<file path="config.mk">
export PLATFORM = sky130hd
export DESIGN_NAME = bounded_deque_with_listing
export DESIGN_NICKNAME = d
export VERILOG_FILES = /design/src/design/bdq_pkg.sv /design/src/design/bdq_ram.sv /design/src/design/bdq_ctrl.sv /design/src/design/bdq_dp.sv /design/src/design/bounded_deque_with_listing.sv
export SDC_FILE = /design/constraint.sdc
export NUM_CORES = 1
export LEC_CHECK = 0
export BUFFER_PORTS_ARGS = -buffer_cell sky130_fd_sc_hd__buf_2
export CORE_MARGIN = 8
export CORE_UTILIZATION = 51
export CTS_BUF_LIST = sky130_fd_sc_hd__clkbuf_4 sky130_fd_sc_hd__clkbuf_8 sky130_fd_sc_hd__clkbuf_16
export DETAILED_ROUTE_END_ITERATION = 12
export PLACE_DENSITY = 0.67
export SYNTH_ARGS = -nofsm -noshare
export SYNTH_HDL_FRONTEND = slang
export SYNTH_HIERARCHICAL = 1
export SYNTH_SLANG_ARGS = --single-unit
export TNS_END_PERCENT = 1
</file>
<file path="constraint.sdc">
create_clock -name clock -period 5.1 [get_ports clock]
set_input_delay 1.02 -clock clock [delete_from_list [all_inputs] [get_ports clock]]
set_output_delay 1.02 -clock clock [all_outputs]
set_load 0.01 [all_outputs]
</file>
<file path="src/design/bdq_pkg.sv">
// Shared types and codes for the bounded deque with listing.
package bdq_pkg;

   localparam int DATA_W = 32;
   localparam int OP_W   = 3;

   // Operation codes carried by a request
   localparam logic [OP_W-1:0] OP_PUSH_FRONT = 3'd0;
   localparam logic [OP_W-1:0] OP_PUSH_BACK  = 3'd1;
   localparam logic [OP_W-1:0] OP_POP_FRONT  = 3'd2;
   localparam logic [OP_W-1:0] OP_POP_BACK   = 3'd3;
   localparam logic [OP_W-1:0] OP_SHOW       = 3'd4;

   // Result status codes
   typedef enum logic [1:0] {
      ST_OK        = 2'd0,
      ST_OVERFLOW  = 2'd1,
      ST_UNDERFLOW = 2'd2,
      ST_EMPTY     = 2'd3
   } status_type;

   // Commands from the controller to the datapath
   typedef struct packed {
      logic       capture;    // latch request fields
      logic       push;       // write element, update count and, for a front push, the head
      logic       pop;        // drop element, update count and, for a front pop, the head
      logic       rd_first;   // start a walk at the front
      logic       rd_next;    // advance the walk by one slot
      logic       emit_elem;  // load output with walked element
      logic       emit_code;  // load output with a bare status
      status_type code;
   } cmd_type;

   // Status from the datapath to the controller
   typedef struct packed {
      logic [OP_W-1:0] op;
      logic            empty;
      logic            full;
      logic            slot_free;
      logic            at_last;
   } sts_type;

endpackage

</file>
<file path="src/design/bdq_ram.sv">
// Generic single-write, single-read RAM with registered read data.
module bdq_ram #(
   parameter int WIDTH = 32,
   parameter int DEPTH = 16
) (
   input  logic                     clock,
   input  logic                     wr_en,
   input  logic [$clog2(DEPTH)-1:0] wr_addr,
   input  logic [WIDTH-1:0]         wr_data,
   input  logic                     rd_en,
   input  logic [$clog2(DEPTH)-1:0] rd_addr,
   output logic [WIDTH-1:0]         rd_data
);

   logic [WIDTH-1:0] mem [DEPTH];
   logic [WIDTH-1:0] rd_data_ff;

   // Write port
   always_ff @(posedge clock) begin
      if (wr_en) begin
         mem[wr_addr] <= wr_data;
      end
   end

   // Read port, data holds until the next read
   always_ff @(posedge clock) begin
      if (rd_en) begin
         rd_data_ff <= mem[rd_addr];
      end
   end

   assign rd_data = rd_data_ff;

endmodule

</file>
<file path="src/design/bdq_ctrl.sv">
// Controller state machine: sequences request decode, updates and listing walks.
module bdq_ctrl
   import bdq_pkg::*;
(
   input  logic    clock,
   input  logic    reset,
   input  logic    req_valid,
   output logic    req_stall,
   output cmd_type cmd,
   input  sts_type sts
);

   typedef enum logic [4:0] {
      S_IDLE       = 5'b00001,
      S_DECIDE     = 5'b00010,
      S_RESP       = 5'b00100,
      S_LIST_START = 5'b01000,
      S_LIST_DATA  = 5'b10000
   } state_type;

   state_type  state_ff, state_in;
   status_type code_ff, code_in;

   // Next state and commands
   always_comb begin
      state_in  = state_ff;
      code_in   = code_ff;
      cmd       = '0;
      cmd.code  = code_ff;
      req_stall = 1'b1;
      unique case (state_ff)
         S_IDLE: begin
            req_stall = 1'b0;
            if (req_valid) begin
               cmd.capture = 1'b1;
               state_in    = S_DECIDE;
            end
         end
         S_DECIDE: begin
            priority if (sts.op == OP_PUSH_FRONT || sts.op == OP_PUSH_BACK) begin
               if (sts.full) begin
                  code_in = ST_OVERFLOW;
               end else begin
                  cmd.push = 1'b1;
                  code_in  = ST_OK;
               end
               state_in = S_RESP;
            end else if (sts.op == OP_POP_FRONT || sts.op == OP_POP_BACK) begin
               if (sts.empty) begin
                  code_in  = ST_UNDERFLOW;
                  state_in = S_RESP;
               end else begin
                  cmd.pop  = 1'b1;
                  state_in = S_LIST_START;
               end
            end else if (sts.op == OP_SHOW) begin
               state_in = S_LIST_START;
            end else begin
               // unused opcode: no result
               state_in = S_IDLE;
            end
         end
         S_RESP: begin
            if (sts.slot_free) begin
               cmd.emit_code = 1'b1;
               state_in      = S_IDLE;
            end
         end
         S_LIST_START: begin
            if (sts.empty) begin
               code_in  = ST_EMPTY;
               state_in = S_RESP;
            end else begin
               cmd.rd_first = 1'b1;
               state_in     = S_LIST_DATA;
            end
         end
         S_LIST_DATA: begin
            if (sts.slot_free) begin
               cmd.emit_elem = 1'b1;
               if (sts.at_last) begin
                  state_in = S_IDLE;
               end else begin
                  cmd.rd_next = 1'b1;
               end
            end
         end
         default: begin
            state_in = S_IDLE;
         end
      endcase
   end

   always_ff @(posedge clock) begin
      if (reset) begin
         state_ff <= S_IDLE;
         code_ff  <= ST_OK;
      end else begin
         state_ff <= state_in;
         code_ff  <= code_in;
      end
   end

endmodule

</file>
<file path="src/design/bdq_dp.sv">
// Datapath: ring store, head and count, listing walk and output register.
module bdq_dp
   import bdq_pkg::*;
#(
   parameter int CAPACITY = 16
) (
   input  logic                     clock,
   input  logic                     reset,
   input  cmd_type                  cmd,
   output sts_type                  sts,
   input  logic [OP_W-1:0]          req_op,
   input  logic signed [DATA_W-1:0] req_value,
   input  logic                     rsp_stall,
   output logic                     rsp_valid,
   output logic [1:0]               rsp_status,
   output logic signed [DATA_W-1:0] rsp_element,
   output logic                     rsp_last
);

   localparam int IDX_W = $clog2(CAPACITY);
   localparam int CNT_W = $clog2(CAPACITY + 1);
   localparam logic [IDX_W-1:0] LAST_POS = IDX_W'(CAPACITY - 1);
   localparam logic [CNT_W-1:0] CAP_CNT  = CNT_W'(CAPACITY);
   localparam logic [CNT_W:0]   CAP_WIDE = (CNT_W + 1)'(CAPACITY);

   function automatic logic [IDX_W-1:0] ring_inc(input logic [IDX_W-1:0] pos);
      ring_inc = (pos == LAST_POS) ? '0 : pos + 1'b1;
   endfunction

   function automatic logic [IDX_W-1:0] ring_dec(input logic [IDX_W-1:0] pos);
      ring_dec = (pos == '0) ? LAST_POS : pos - 1'b1;
   endfunction

   logic [OP_W-1:0]          op_ff;
   logic [DATA_W-1:0]        value_ff;
   logic [IDX_W-1:0]         head_ff;
   logic [CNT_W-1:0]         count_ff;
   logic [IDX_W-1:0]         walk_ff;
   logic [CNT_W-1:0]         walk_cnt_ff;
   logic                     rsp_valid_ff;
   status_type               rsp_status_ff;
   logic signed [DATA_W-1:0] rsp_element_ff;
   logic                     rsp_last_ff;

   logic [CNT_W:0]     back_sum;
   logic [IDX_W-1:0]   back_pos;
   logic [IDX_W-1:0]   wr_addr;
   logic [IDX_W-1:0]   rd_addr;
   logic [DATA_W-1:0]  rd_data;
   logic               slot_free;

   // Back slot = head + count, wrapped once
   assign back_sum = {{(CNT_W + 1 - IDX_W){1'b0}}, head_ff} + {1'b0, count_ff};
   always_comb begin
      if (back_sum >= CAP_WIDE) begin
         back_pos = IDX_W'(back_sum - CAP_WIDE);
      end else begin
         back_pos = IDX_W'(back_sum);
      end
   end

   assign wr_addr = (op_ff == OP_PUSH_FRONT) ? ring_dec(head_ff) : back_pos;
   assign rd_addr = cmd.rd_first ? head_ff : ring_inc(walk_ff);

   bdq_ram #(
      .WIDTH (DATA_W),
      .DEPTH (CAPACITY)
   ) u_ram (
      .clock   (clock),
      .wr_en   (cmd.push),
      .wr_addr (wr_addr),
      .wr_data (value_ff),
      .rd_en   (cmd.rd_first | cmd.rd_next),
      .rd_addr (rd_addr),
      .rd_data (rd_data)
   );

   // Request capture
   always_ff @(posedge clock) begin
      if (cmd.capture) begin
         op_ff    <= req_op;
         value_ff <= req_value;
      end
   end

   // Head and fill count
   always_ff @(posedge clock) begin
      if (reset) begin
         head_ff  <= '0;
         count_ff <= '0;
      end else if (cmd.push) begin
         count_ff <= count_ff + 1'b1;
         if (op_ff == OP_PUSH_FRONT) begin
            head_ff <= ring_dec(head_ff);
         end
      end else if (cmd.pop) begin
         count_ff <= count_ff - 1'b1;
         if (op_ff == OP_POP_FRONT) begin
            head_ff <= ring_inc(head_ff);
         end
      end
   end

   // Listing walk position and emitted count
   always_ff @(posedge clock) begin
      if (cmd.rd_first || cmd.rd_next) begin
         walk_ff <= rd_addr;
      end
      if (cmd.rd_first) begin
         walk_cnt_ff <= '0;
      end else if (cmd.emit_elem) begin
         walk_cnt_ff <= walk_cnt_ff + 1'b1;
      end
   end

   // Output register
   assign slot_free = !rsp_valid_ff || !rsp_stall;

   always_ff @(posedge clock) begin
      if (reset) begin
         rsp_valid_ff <= 1'b0;
      end else if (cmd.emit_code || cmd.emit_elem) begin
         rsp_valid_ff <= 1'b1;
      end else if (!rsp_stall) begin
         rsp_valid_ff <= 1'b0;
      end
   end

   always_ff @(posedge clock) begin
      if (cmd.emit_code) begin
         rsp_status_ff  <= cmd.code;
         rsp_element_ff <= '0;
         rsp_last_ff    <= 1'b1;
      end else if (cmd.emit_elem) begin
         rsp_status_ff  <= ST_OK;
         rsp_element_ff <= rd_data;
         rsp_last_ff    <= sts.at_last;
      end
   end

   // Status to controller
   always_comb begin
      sts.op        = op_ff;
      sts.empty     = (count_ff == '0);
      sts.full      = (count_ff == CAP_CNT);
      sts.slot_free = slot_free;
      sts.at_last   = (({1'b0, walk_cnt_ff} + 1'b1) == {1'b0, count_ff});
   end

   assign rsp_valid   = rsp_valid_ff;
   assign rsp_status  = rsp_status_ff;
   assign rsp_element = rsp_element_ff;
   assign rsp_last    = rsp_last_ff;

endmodule

</file>
<file path="src/design/bounded_deque_with_listing.sv">
// Bounded double-ended queue of signed 32-bit values with front-to-back listing.
// A request carries an operation (push front, push back, pop front, pop back,
// show) and a value. A push answers with one ok or overflow result; a pop on an
// empty queue answers underflow; otherwise a pop or show lists the remaining
// elements front to back, one result per element with last on the final one,
// or a single empty result. Unused opcodes produce nothing. Elements live in a
// RAM of CAPACITY entries addressed as a ring from a head pointer. Requests are
// handled one at a time: the next request is not accepted until the block has
// finished with the last one. The listing rate of one element per cycle, while
// the result channel does not stall, is set by the single RAM read port; a
// stalled result channel holds the listing. No clearing pass is needed after
// reset.
module bounded_deque_with_listing
   import bdq_pkg::*;
#(
   parameter int CAPACITY = 16
) (
   input  logic                     clock,
   input  logic                     reset,
   input  logic                     req_valid,
   output logic                     req_stall,
   input  logic [OP_W-1:0]          req_op,
   input  logic signed [DATA_W-1:0] req_value,
   output logic                     rsp_valid,
   input  logic                     rsp_stall,
   output logic [1:0]               rsp_status,
   output logic signed [DATA_W-1:0] rsp_element,
   output logic                     rsp_last
);

   cmd_type cmd;
   sts_type sts;

   bdq_ctrl u_ctrl (
      .clock     (clock),
      .reset     (reset),
      .req_valid (req_valid),
      .req_stall (req_stall),
      .cmd       (cmd),
      .sts       (sts)
   );

   bdq_dp #(
      .CAPACITY (CAPACITY)
   ) u_dp (
      .clock       (clock),
      .reset       (reset),
      .cmd         (cmd),
      .sts         (sts),
      .req_op      (req_op),
      .req_value   (req_value),
      .rsp_stall   (rsp_stall),
      .rsp_valid   (rsp_valid),
      .rsp_status  (rsp_status),
      .rsp_element (rsp_element),
      .rsp_last    (rsp_last)
   );

endmodule

</file>
==> flow_metrics.py, run 1 <==
metrics = {
    "clocking": {
        "htreeDepth": 3,
        "cts_setup_buffers": 0,
        "clock_sinks": 640,
        "cts_root_buf": "clkbuf_16",
        "cts_tree": "yes",
        "numCtsBuffers": 68,
        "ctsHoldBuffers": 0,
        "clock_tree.buffer_depth": 3,
        "post_cts_resized": 0,
        "clk_latency_ns": 0.58,
        "path_clk_slew_ns": 0.06,
    },
    "finish": {
        "layout-drive-gt1-share_pct": 27.6,
        "fillers": 3408,
        "antenna_cells": 0,
        "fin_nets": 1370,
        "syn2layout_area_growth_pct": 15.2,
    },
    "yosys": {
        "synthArstFlopShare_pct": 0,
        "syn_inst": 1200,
        "ys_seq_elements": 640,
        "ys_types": 57,
        "ys_warn_count": 6,
        "syn_nets": 1251,
        "synth_edf_count": 585,
        "synth-seq-area-share_pct": 76.9,
        "synth.avg_cell_area_sq_um": 20.2,
        "netlist_area_sq_mm": 0.0243,
        "synth_ff_type": "edfxtp_1",
    },
    "run_status": {
        "outcome": "complete, no violations",
    },
    "power": {
        "p_leak_nw": 9.23,
        "seqPwrFrac_pct": 53.9,
        "p_clk_share_pct": 44.3,
        "p_sw_mw": 2.25,
        "swShare_pct": 19.9,
        "p_int_mw": 9.10,
        "worst_ir_drop_vdd_uv": 239,
        "p_per_area_mw_per_mm2": 406,
        "comb_power_share_pct": 1.8,
    },
    "worst_setup_path": {
        "reg2regPathDepth": 9,
        "crit_arrival_ns": 4.10,
        "worstReg2RegStart": "u_ctrl/state_ff[1]",
        "start_kind": "flip-flop",
        "r2r_end": "u_dp/u_ram/rd_data[22]",
        "criticalPathCategory": "reg -> reg",
        "worst_ep_required_time_ns": 5.42,
        "crit_fanout": 45,
        "r2r_slack_ns": 1.32,
        "worstSetupEndpointType": "flip-flop",
    },
    "global_routing": {
        "grt_pass1_vias": 12300,
        "grt_max_degree": 46,
        "grtUsageTotal_pct": 19.2,
        "grt_overflow_total": 0,
        "grt_pass1_wl_microns": 77200,
        "antenna_found_initial": 0,
    },
    "routing": {
        "routedWlPerCell_microns": 25.8,
        "dr.pass1.iters": 5,
        "drtIter0Drc": 1235,
        "wl_microns": 51200,
        "top_layer": "met4",
        "wl_met3_microns": 2880,
        "dr_wl_met2_microns": 25800,
        "antenna_left": 0,
        "num_vias": 11800,
        "drc": 0,
        "via_per_inst": 5.94,
        "met1_length_microns": 21600,
    },
    "hold_path": {
        "worst_hold_path_type": "reg -> reg",
        "holdPathEnd": "u_dp/rsp_element[9]",
        "hp-start": "u_dp/u_ram/rd_data[9]",
        "hold_depth": 2,
    },
    "floorplan": {
        "row_count": 80,
        "start_util_pct": 51.3,
        "die_h_microns": 234,
        "io_pins": 76,
        "die-area_sq_mm": 0.0548,
        "die_w_microns": 234,
        "coreArea_sq_mm": 0.0473,
    },
    "sta": {
        "worst_pin_slew_ns": 1.03,
        "finalClockSkew_ns": 0.0220,
        "relSlewSlack_pct": 31.6,
        "rsz0062_at_grt": "no",
        "finalHoldViolCount": 0,
        "period_minus_slack_ns": 3.78,
        "slew_viol_final": 0,
        "hold_slack_ns": 0.478,
        "max_freq_mhz": 264,
        "setup_violations": 0,
        "period_share_pct": 74.1,
        "fin_setup_tns_ns": 0,
    },
    "job": {
        "drv_cap": 0,
    },
    "place": {
        "io_buffers": 75,
        "dp_hpwl_microns": 26700,
        "gp_congestion": 0.800,
    },
}
==> through the flow <==
stage | setup slack, ns | std cells | power (mW) | cell area [sq um] | util [%]
2_1_floorplan | 0.597 | 1200 | 6.27 | 24300 | -
3_3_place_gp | 1.39 | 1864 | 6.42 | 25600 | 54.1
3_5_place_dp | 1.32 | 1864 | 6.44 | 25600 | 54.1
4_1_cts | 1.29 | 1986 | 11.5 | 27900 | 59.0
5_1_grt | 1.04 | 1986 | 11.7 | 27900 | 59.0
6_report | 1.32 | 1986 | 11.4 | 27900 | 59.0
==> routing by layer <==
layer	vias up	track usage (%)
li1	5144	-
met1	6198	25.7
met2	391	32.4
met3	67	3.12
met4	0	5.41
met5	-	0
==> placed cells by master, fill, tap and decap left out, types with 6 or more instances in the layout <==
cell type  instances
edfxtp_1         585
mux4_2           128
buf_2             75
clkbuf_16         71
a22oi_1           64
nor2_1            60
dfxtp_1           55
nand2_1           44
mux2i_1           36
buf_4             25
nor2_4            14
clkbuf_4          13
clkinv_1          12
inv_1             12
a21oi_1           11
xor2_1            11
nand3_1           10
xnor2_1           10
ha_1              10
bufinv_16          9
clkinv_2           9
buf_12             8
nor2b_1            7
nor3_1             6
and2_1             6
==> cell usage after synthesis, types with 5 or more instances <==
| library cell | number | area, sq um |
|---|---|---|
| a31oi_1 | 5 | 31.3 |
| mux4_2 | 128 | 2880 |
| nor2_1 | 74 | 278 |
| ha_1 | 10 | 125 |
| o21ai_0 | 5 | 25.0 |
| a22oi_1 | 64 | 480 |
| a21oi_1 | 12 | 60.1 |
| and2_1 | 6 | 37.5 |
| buf_1 | 10 | 37.5 |
| a211oi_1 | 5 | 37.5 |
| xnor2_1 | 10 | 87.6 |
| mux2i_1 | 36 | 360 |
| nand3_1 | 10 | 50.1 |
| dfxtp_1 | 55 | 1100 |
| buf_2 | 13 | 65.1 |
| edfxtp_1 | 585 | 17600 |
| nand3b_1 | 5 | 37.5 |
| xor2_1 | 11 | 96.3 |
| buf_4 | 11 | 82.6 |
| nand2_1 | 44 | 165 |
| inv_1 | 12 | 45.0 |
| nor3_1 | 10 | 50.1 |
| clkbuf_1 | 24 | 90.1 |
| nor2b_1 | 9 | 56.3 |
==> layout make-up <==
type / count / area (sq um) / share of cell area [%]
Clock inverter: 36 / 409 / 1.46
Sequential cell: 640 / 18700 / 66.8
Clock buffer: 86 / 1900 / 6.81
Tap cell: 615 / 769 / 2.75
Multi-Input combinational cell: 489 / 5430 / 19.4
Timing Repair Buffer: 108 / 723 / 2.59
Inverter: 12 / 45.0 / 0.161
==> power groups by stage <==
stage	logic, mW	clock network [mW]	registers, mW
floorplan	0.114	0	6.15
global placement	0.206	0	6.21
detailed placement	0.209	0	6.23
CTS	0.211	5.14	6.12
global route	0.230	5.33	6.14
finish	0.207	5.03	6.12
==> critical path, cell delays in order (launching register included) <==
cell and delay (ns):
dfxtp_1 0.37, nor3_1 0.35, nand2_1 0.12, nor2_1 0.77, nor2_1 0.18, a21oi_4 0.38, buf_12 0.38, mux4_2 0.55
a22oi_1 0.27, nand2_1 0.09
==> worst max path at each step <==
stage / startpoint / to / cells past startpoint / slack, ns
floorplan: u_dp/count_ff[1] / u_dp/u_ram/mem[0][0] / 7 / 0.60
global placement: u_ctrl/state_ff[1] / u_dp/u_ram/rd_data[15] / 9 / 1.39
detailed placement: u_ctrl/state_ff[1] / u_dp/u_ram/rd_data[22] / 9 / 1.32
CTS: u_ctrl/state_ff[1] / u_dp/u_ram/rd_data[22] / 9 / 1.29
global route: u_ctrl/state_ff[1] / u_dp/u_ram/rd_data[22] / 9 / 1.04
finish: u_ctrl/state_ff[1] / u_dp/u_ram/rd_data[22] / 9 / 1.32
==> state kept, by name, summed over array words and instances, names as in the netlist, 2 cells and up <==
| register | flops |
|---|---|
| u_dp/value_ff | 32 |
| u_dp/walk_cnt_ff | 5 |
| u_dp/walk_ff | 4 |
| u_dp/head_ff | 4 |
| u_dp/u_ram/mem | 512 |
| u_ctrl/code_ff | 2 |
| u_dp/rsp_element | 32 |
| u_dp/op_ff | 3 |
| u_dp/count_ff | 5 |
| u_ctrl/state_ff | 5 |
| u_dp/rsp_status | 2 |
| u_dp/u_ram/rd_data | 32 |
==> cells by family after synthesis <==
family                   after synthesis  synth area share (%)
buffers and inverters                 71                  1.37
AO/OA/AOI/OAI                        108                  3.22
XOR/XNOR                              21                 0.758
AND/OR/NAND/NOR                      181                  3.53
multiplexers                         167                  13.5
flip-flops                           640                  76.9
adder cells (fa/ha/maj)               12                 0.681
Note: power is estimated with default switching activity, not from simulation.
==> run 2: changes to the inputs <==
Clock period 5.1 ns to 3.57 ns, I/O delays scaled along.
==> run 2 against run 1 <==
Cell count rose by 0.91%. Routed wire length rose by 1.6%. Critical path depth did not move. Utilization rose by 0.20 points. Flip-flop and latch count did not move. Sequential share of layout area fell by 0.22 points. Critical path type unchanged. Largest cell class unchanged.
==> flow_metrics.py, run 2 (synthesis results as in run 1) <==
metrics = {
    "sta": {
        "max_freq_mhz": 303,
        "rsz0062_at_grt": "no",
        "period_share_pct": 92.4,
        "finalHoldViolCount": 0,
        "slew_viol_final": 0,
        "fin_setup_tns_ns": 0,
        "worst_pin_slew_ns": 0.974,
        "relSlewSlack_pct": 34.9,
        "setup_violations": 0,
        "finalClockSkew_ns": 0.0228,
        "worst_slack_ns": 0.270,
        "period_minus_slack_ns": 3.30,
    },
    "finish": {
        "syn2layout_area_growth_pct": 15.5,
        "layout-drive-gt1-share_pct": 28.5,
        "antenna_cells": 0,
        "fin_util_pct": 59.2,
        "layout_common_cells": "edfxtp_1, mux4_2, buf_2",
        "largest_register": "u_dp/u_ram/mem",
        "final_common_cell": "edfxtp_1",
        "fin_nets": 1387,
        "seq_area_sq_mm": 0.0187,
        "fillers": 3426,
        "largest_register_ffs": 512,
        "multi_input_area_sq_mm": 0.00544,
    },
    "place": {
        "place_ws_ns": 0.0202,
        "gp_congestion": 0.773,
        "dp_hpwl_microns": 27300,
        "io_buffers": 75,
    },
    "floorplan": {
        "row_count": 80,
        "die-area_sq_mm": 0.0548,
        "io_pins": 76,
        "die_w_microns": 234,
        "start_util_pct": 51.3,
        "coreArea_sq_mm": 0.0473,
        "die_h_microns": 234,
    },
    "global_routing": {
        "grtUsageTotal_pct": 19.3,
        "grt_pass1_wl_microns": 77400,
        "grt_max_degree": 42,
        "antenna_found_initial": 0,
        "grt_pass1_vias": 12200,
        "grt_overflow_total": 0,
    },
    "clocking": {
        "htreeDepth": 2,
        "clock_sinks": 640,
        "path_clk_slew_ns": 0.06,
        "clock_tree.buffer_depth": 3,
        "numCtsBuffers": 61,
        "clk_latency_ns": 0.62,
        "cts_tree": "yes",
        "cts_root_buf": "clkbuf_16",
    },
    "worst_setup_path": {
        "crit_top_cell": "buf_12",
        "worst_ep_required_time_ns": 3.92,
        "criticalPathCategory": "reg -> reg",
        "max_stage_delay_ns": 0.55,
        "crit_fanout": 25,
        "start_kind": "flip-flop",
        "slowest_stage": "or4_1",
        "crit_chain": "or4_1 > nor2_1 > nor2_2 > a21oi_4 > buf_12 > buf_12 > mux4_2 > a22oi_1 > nand2_1",
        "worstSetupEndpointType": "flip-flop",
        "crit_arrival_ns": 3.65,
    },
    "routing": {
        "antenna_left": 0,
        "drc": 0,
        "routedWlPerCell_microns": 26.0,
        "wl_microns": 52000,
        "num_vias": 11900,
        "drtIter0Drc": 1384,
        "dr.pass1.iters": 5,
        "via_per_inst": 5.92,
    },
    "power": {
        "p_leak_nw": 9.26,
        "finalPower_mw": 15.5,
        "p_per_area_mw_per_mm2": 551,
        "worst_ir_drop_vdd_uv": 436,
    },
    "job": {
        "drv_cap": 0,
    },
    "run_status": {
        "outcome": "complete, no violations",
    },
    "hold_path": {
        "worst_hold_path_type": "in -> reg",
    },
}
[run 2: what timing repair did]
item,CTS,global route
resized for setup,0,1
setup endpoints to repair,0,29
buffers inserted,0,0
endpoints found under the hold margin,0,0
hold buffers,0,0
[run 2: final timing paths]
path	from	end	slack [ns]	depth (start not counted)
min	req_value[24]	u_dp/value_ff[24]	0.27	1
max reg2reg	u_dp/count_ff[0]	u_dp/u_ram/rd_data[6]	0.27	9
max	u_dp/count_ff[0]	u_dp/u_ram/rd_data[6]	0.27	9
min reg2reg	u_ctrl/code_ff[0]	u_ctrl/code_ff[0]	0.48	2
[run 2: routing by layer]
| metal | track usage, % | part of all wire [%] | vias up |
|---|---|---|---|
| li1 | - | - | 5190 |
| met1 | 26.2 | 41 | 6166 |
| met2 | 32.2 | 50 | 430 |
| met3 | 3.04 | 6.9 | 87 |
| met4 | 6.14 | 2.6 | 0 |
| met5 | 0 | 0 | - |
[run 2: worst max-delay path, delay by kind of cell (launching register included)]
kind            cells  cell delay [ns]
simple gates        4             1.15
mux                 1             0.53
compound gates      2             0.52
buf+inv             2             0.50
flops               1             0.31
[run 2: layout make-up]
type	count	area share, %
Inverter	12	0.161
Timing Repair Buffer	132	3.89
Clock inverter	35	1.12
Sequential cell	640	66.6
Clock buffer	81	6.11
Multi-Input combinational cell	489	19.4
Tap cell	615	2.74
[run 2: power breakdown]
part	internal, mW	switching [mW]
logic	0.118	0.223
clock network	3.73	2.66
registers	8.48	0.242
total	12.3	3.13
[run 2: through the flow]
stage	cell area (sq um)	cells	hold slack [ns]
floorplan	24300	1200	0.432
global placement	26000	1888	0.462
detailed placement	26000	1888	0.466
CTS	28000	2004	0.230
global route	28000	2004	0.238
finish	28000	2004	0.266
==> run 3: changes to the inputs <==
Settings changed: CTS_BUF_LIST sky130_fd_sc_hd__clkbuf_4 sky130_fd_sc_hd__clkbuf_8 sky130_fd_sc_hd__clkbuf_16 to not set.
Clock period 3.57 ns to 3.25 ns, I/O delays scaled along.
==> run 3 against run 2 <==
Via count down 0.13%. Combinational power up 6.5%. Non-clock buffer count up 10. First-iteration DRC count down 4.3%. Utilization up 0.56 points. Largest cell class unchanged. Flip-flop and latch count unchanged.
==> flow_metrics.py, run 3 (synthesis results as in run 1) <==
metrics = {
    "sta": {
        "hold_slack_ns": 0.248,
        "finalHoldViolCount": 0,
        "setup_violations": 0,
        "max_freq_mhz": 330,
        "worst_slack_ns": 0.219,
        "period_share_pct": 93.3,
        "worst_pin_slew_ns": 0.861,
        "rsz0062_at_grt": "no",
        "relSlewSlack_pct": 42.5,
        "finalClockSkew_ns": 0.0191,
        "slew_viol_final": 0,
        "period_minus_slack_ns": 3.03,
    },
    "clocking": {
        "clk_latency_ns": 0.58,
        "cts_tree": "yes",
        "cts_setup_buffers": 0,
        "clock_tree.buffer_depth": 3,
        "clock_sinks": 640,
        "htreeDepth": 3,
        "cts_root_buf": "clkbuf_16",
        "ctsHoldBuffers": 0,
        "post_cts_resized": 0,
        "path_clk_slew_ns": 0.06,
        "numCtsBuffers": 67,
    },
    "place": {
        "gp_congestion": 0.798,
        "io_buffers": 75,
        "dp_hpwl_microns": 28700,
        "place_ws_ns": 0.194,
    },
    "power": {
        "p_int_mw": 13.7,
        "p_per_area_mw_per_mm2": 607,
        "worst_ir_drop_vdd_uv": 449,
        "p_clk_share_pct": 42.1,
        "swShare_pct": 20.5,
        "p_sw_mw": 3.52,
        "seqPwrFrac_pct": 55.8,
        "p_leak_nw": 9.32,
        "comb_power_share_pct": 2.1,
    },
    "finish": {
        "syn2layout_area_growth_pct": 16.6,
        "layout-drive-gt1-share_pct": 28.0,
        "fin_nets": 1403,
        "largest_register_ffs": 512,
        "largest_register": "u_dp/u_ram/mem",
        "antenna_cells": 0,
        "fillers": 3425,
        "layout_common_cells": "edfxtp_1, mux4_2, buf_2",
        "final_common_cell": "edfxtp_1",
    },
    "hold_path": {
        "worst_hold_path_type": "in -> reg",
    },
    "floorplan": {
        "die_w_microns": 234,
        "die_h_microns": 234,
        "row_count": 80,
        "coreArea_sq_mm": 0.0473,
        "start_util_pct": 51.3,
        "io_pins": 76,
        "die-area_sq_mm": 0.0548,
    },
    "worst_setup_path": {
        "worst_ep_required_time_ns": 3.56,
        "crit_fanout": 20,
        "start_kind": "flip-flop",
        "worstSetupEndpointType": "flip-flop",
        "criticalPathCategory": "reg -> reg",
        "crit_arrival_ns": 3.34,
    },
    "run_status": {
        "outcome": "complete, no violations",
    },
    "routing": {
        "dr.pass1.iters": 5,
        "via_per_inst": 5.88,
        "antenna_left": 0,
        "num_vias": 11900,
        "drtIter0Drc": 1324,
        "routedWlPerCell_microns": 25.4,
        "drc": 0,
        "wl_microns": 51300,
    },
    "global_routing": {
        "grt_pass1_vias": 12100,
        "grt_pass1_wl_microns": 76900,
        "antenna_found_initial": 0,
        "grt_overflow_total": 0,
        "grtUsageTotal_pct": 19.2,
        "grt_max_degree": 55,
    },
    "job": {
        "drv_cap": 0,
    },
}
## run 3: cell types whose count changed in the layout (fill, tap and decap cells not counted), moves of 5 or more
cell,change
buf_12,+8
clkinv_2,-5
clkbuf_4,-14
clkbuf_1,+19
clkbuf_16,+8
## run 3: path summary, 6_finish.rpt
check	startpoint	to	slack (ns)	cells after the start
max	u_dp/count_ff[2]	u_dp/u_ram/rd_data[25]	0.22	10
min	req_value[6]	u_dp/value_ff[6]	0.25	1
max reg2reg	u_dp/count_ff[2]	u_dp/u_ram/rd_data[25]	0.22	10
min reg2reg	u_ctrl/code_ff[0]	u_ctrl/code_ff[0]	0.48	2
## run 3: area by class of cell
class	count	area, sq um	area share (%)
Tap cell	615	769	2.72
Sequential cell	640	18700	66.0
Timing Repair Buffer	142	1290	4.54
Clock inverter	29	240	0.849
Clock buffer	91	1840	6.50
Multi-Input combinational cell	489	5450	19.3
Inverter	12	45.0	0.159
## run 3: routing by layer
| metal | share of wire [%] | vias to the layer above | global-route usage [%] | wire length, microns |
|---|---|---|---|---|
| met2 | 47 | 385 | 30.1 | 24300 |
| met5 | 0 | - | 0 | 0 |
| li1 | - | 5201 | - | - |
| met4 | 2.3 | 0 | 5.62 | 1200 |
| met1 | 44 | 6187 | 27.3 | 22800 |
| met3 | 5.9 | 84 | 3.59 | 3040 |
## run 3: worst max-delay path, stage by stage (launching register included)
cell     delay [ns]
dfxtp_1        0.36
or4_1          0.51
nor2_1         0.14
nor2_1         0.08
buf_4          0.17
a21oi_4        0.22
buf_12         0.21
buf_16         0.21
mux4_2         0.52
a22oi_1        0.23
nand2_1        0.10
## run 3: through the flow
step | utilization, % | instances | power (mW) | cell area (sq um) | TNS, ns
after floorplan | - | 1200 | 9.84 | 24300 | -128.75
after global placement | 55.4 | 1898 | 10.1 | 26200 | 0
after CTS | 59.8 | 2018 | 17.4 | 28300 | 0
after global routing | 59.8 | 2018 | 17.7 | 28300 | 0
after detailed placement | 55.4 | 1898 | 10.1 | 26200 | 0
final | 59.8 | 2018 | 17.2 | 28300 | 0
## run 3: power by group through the flow
stage | registers [mW] | clock network (mW) | logic, mW
CTS | 9.59 | 7.39 | 0.369
finish | 9.59 | 7.23 | 0.363
global placement | 9.73 | 0 | 0.360
global route | 9.62 | 7.69 | 0.394
detailed placement | 9.76 | 0 | 0.367
floorplan | 9.66 | 0 | 0.182
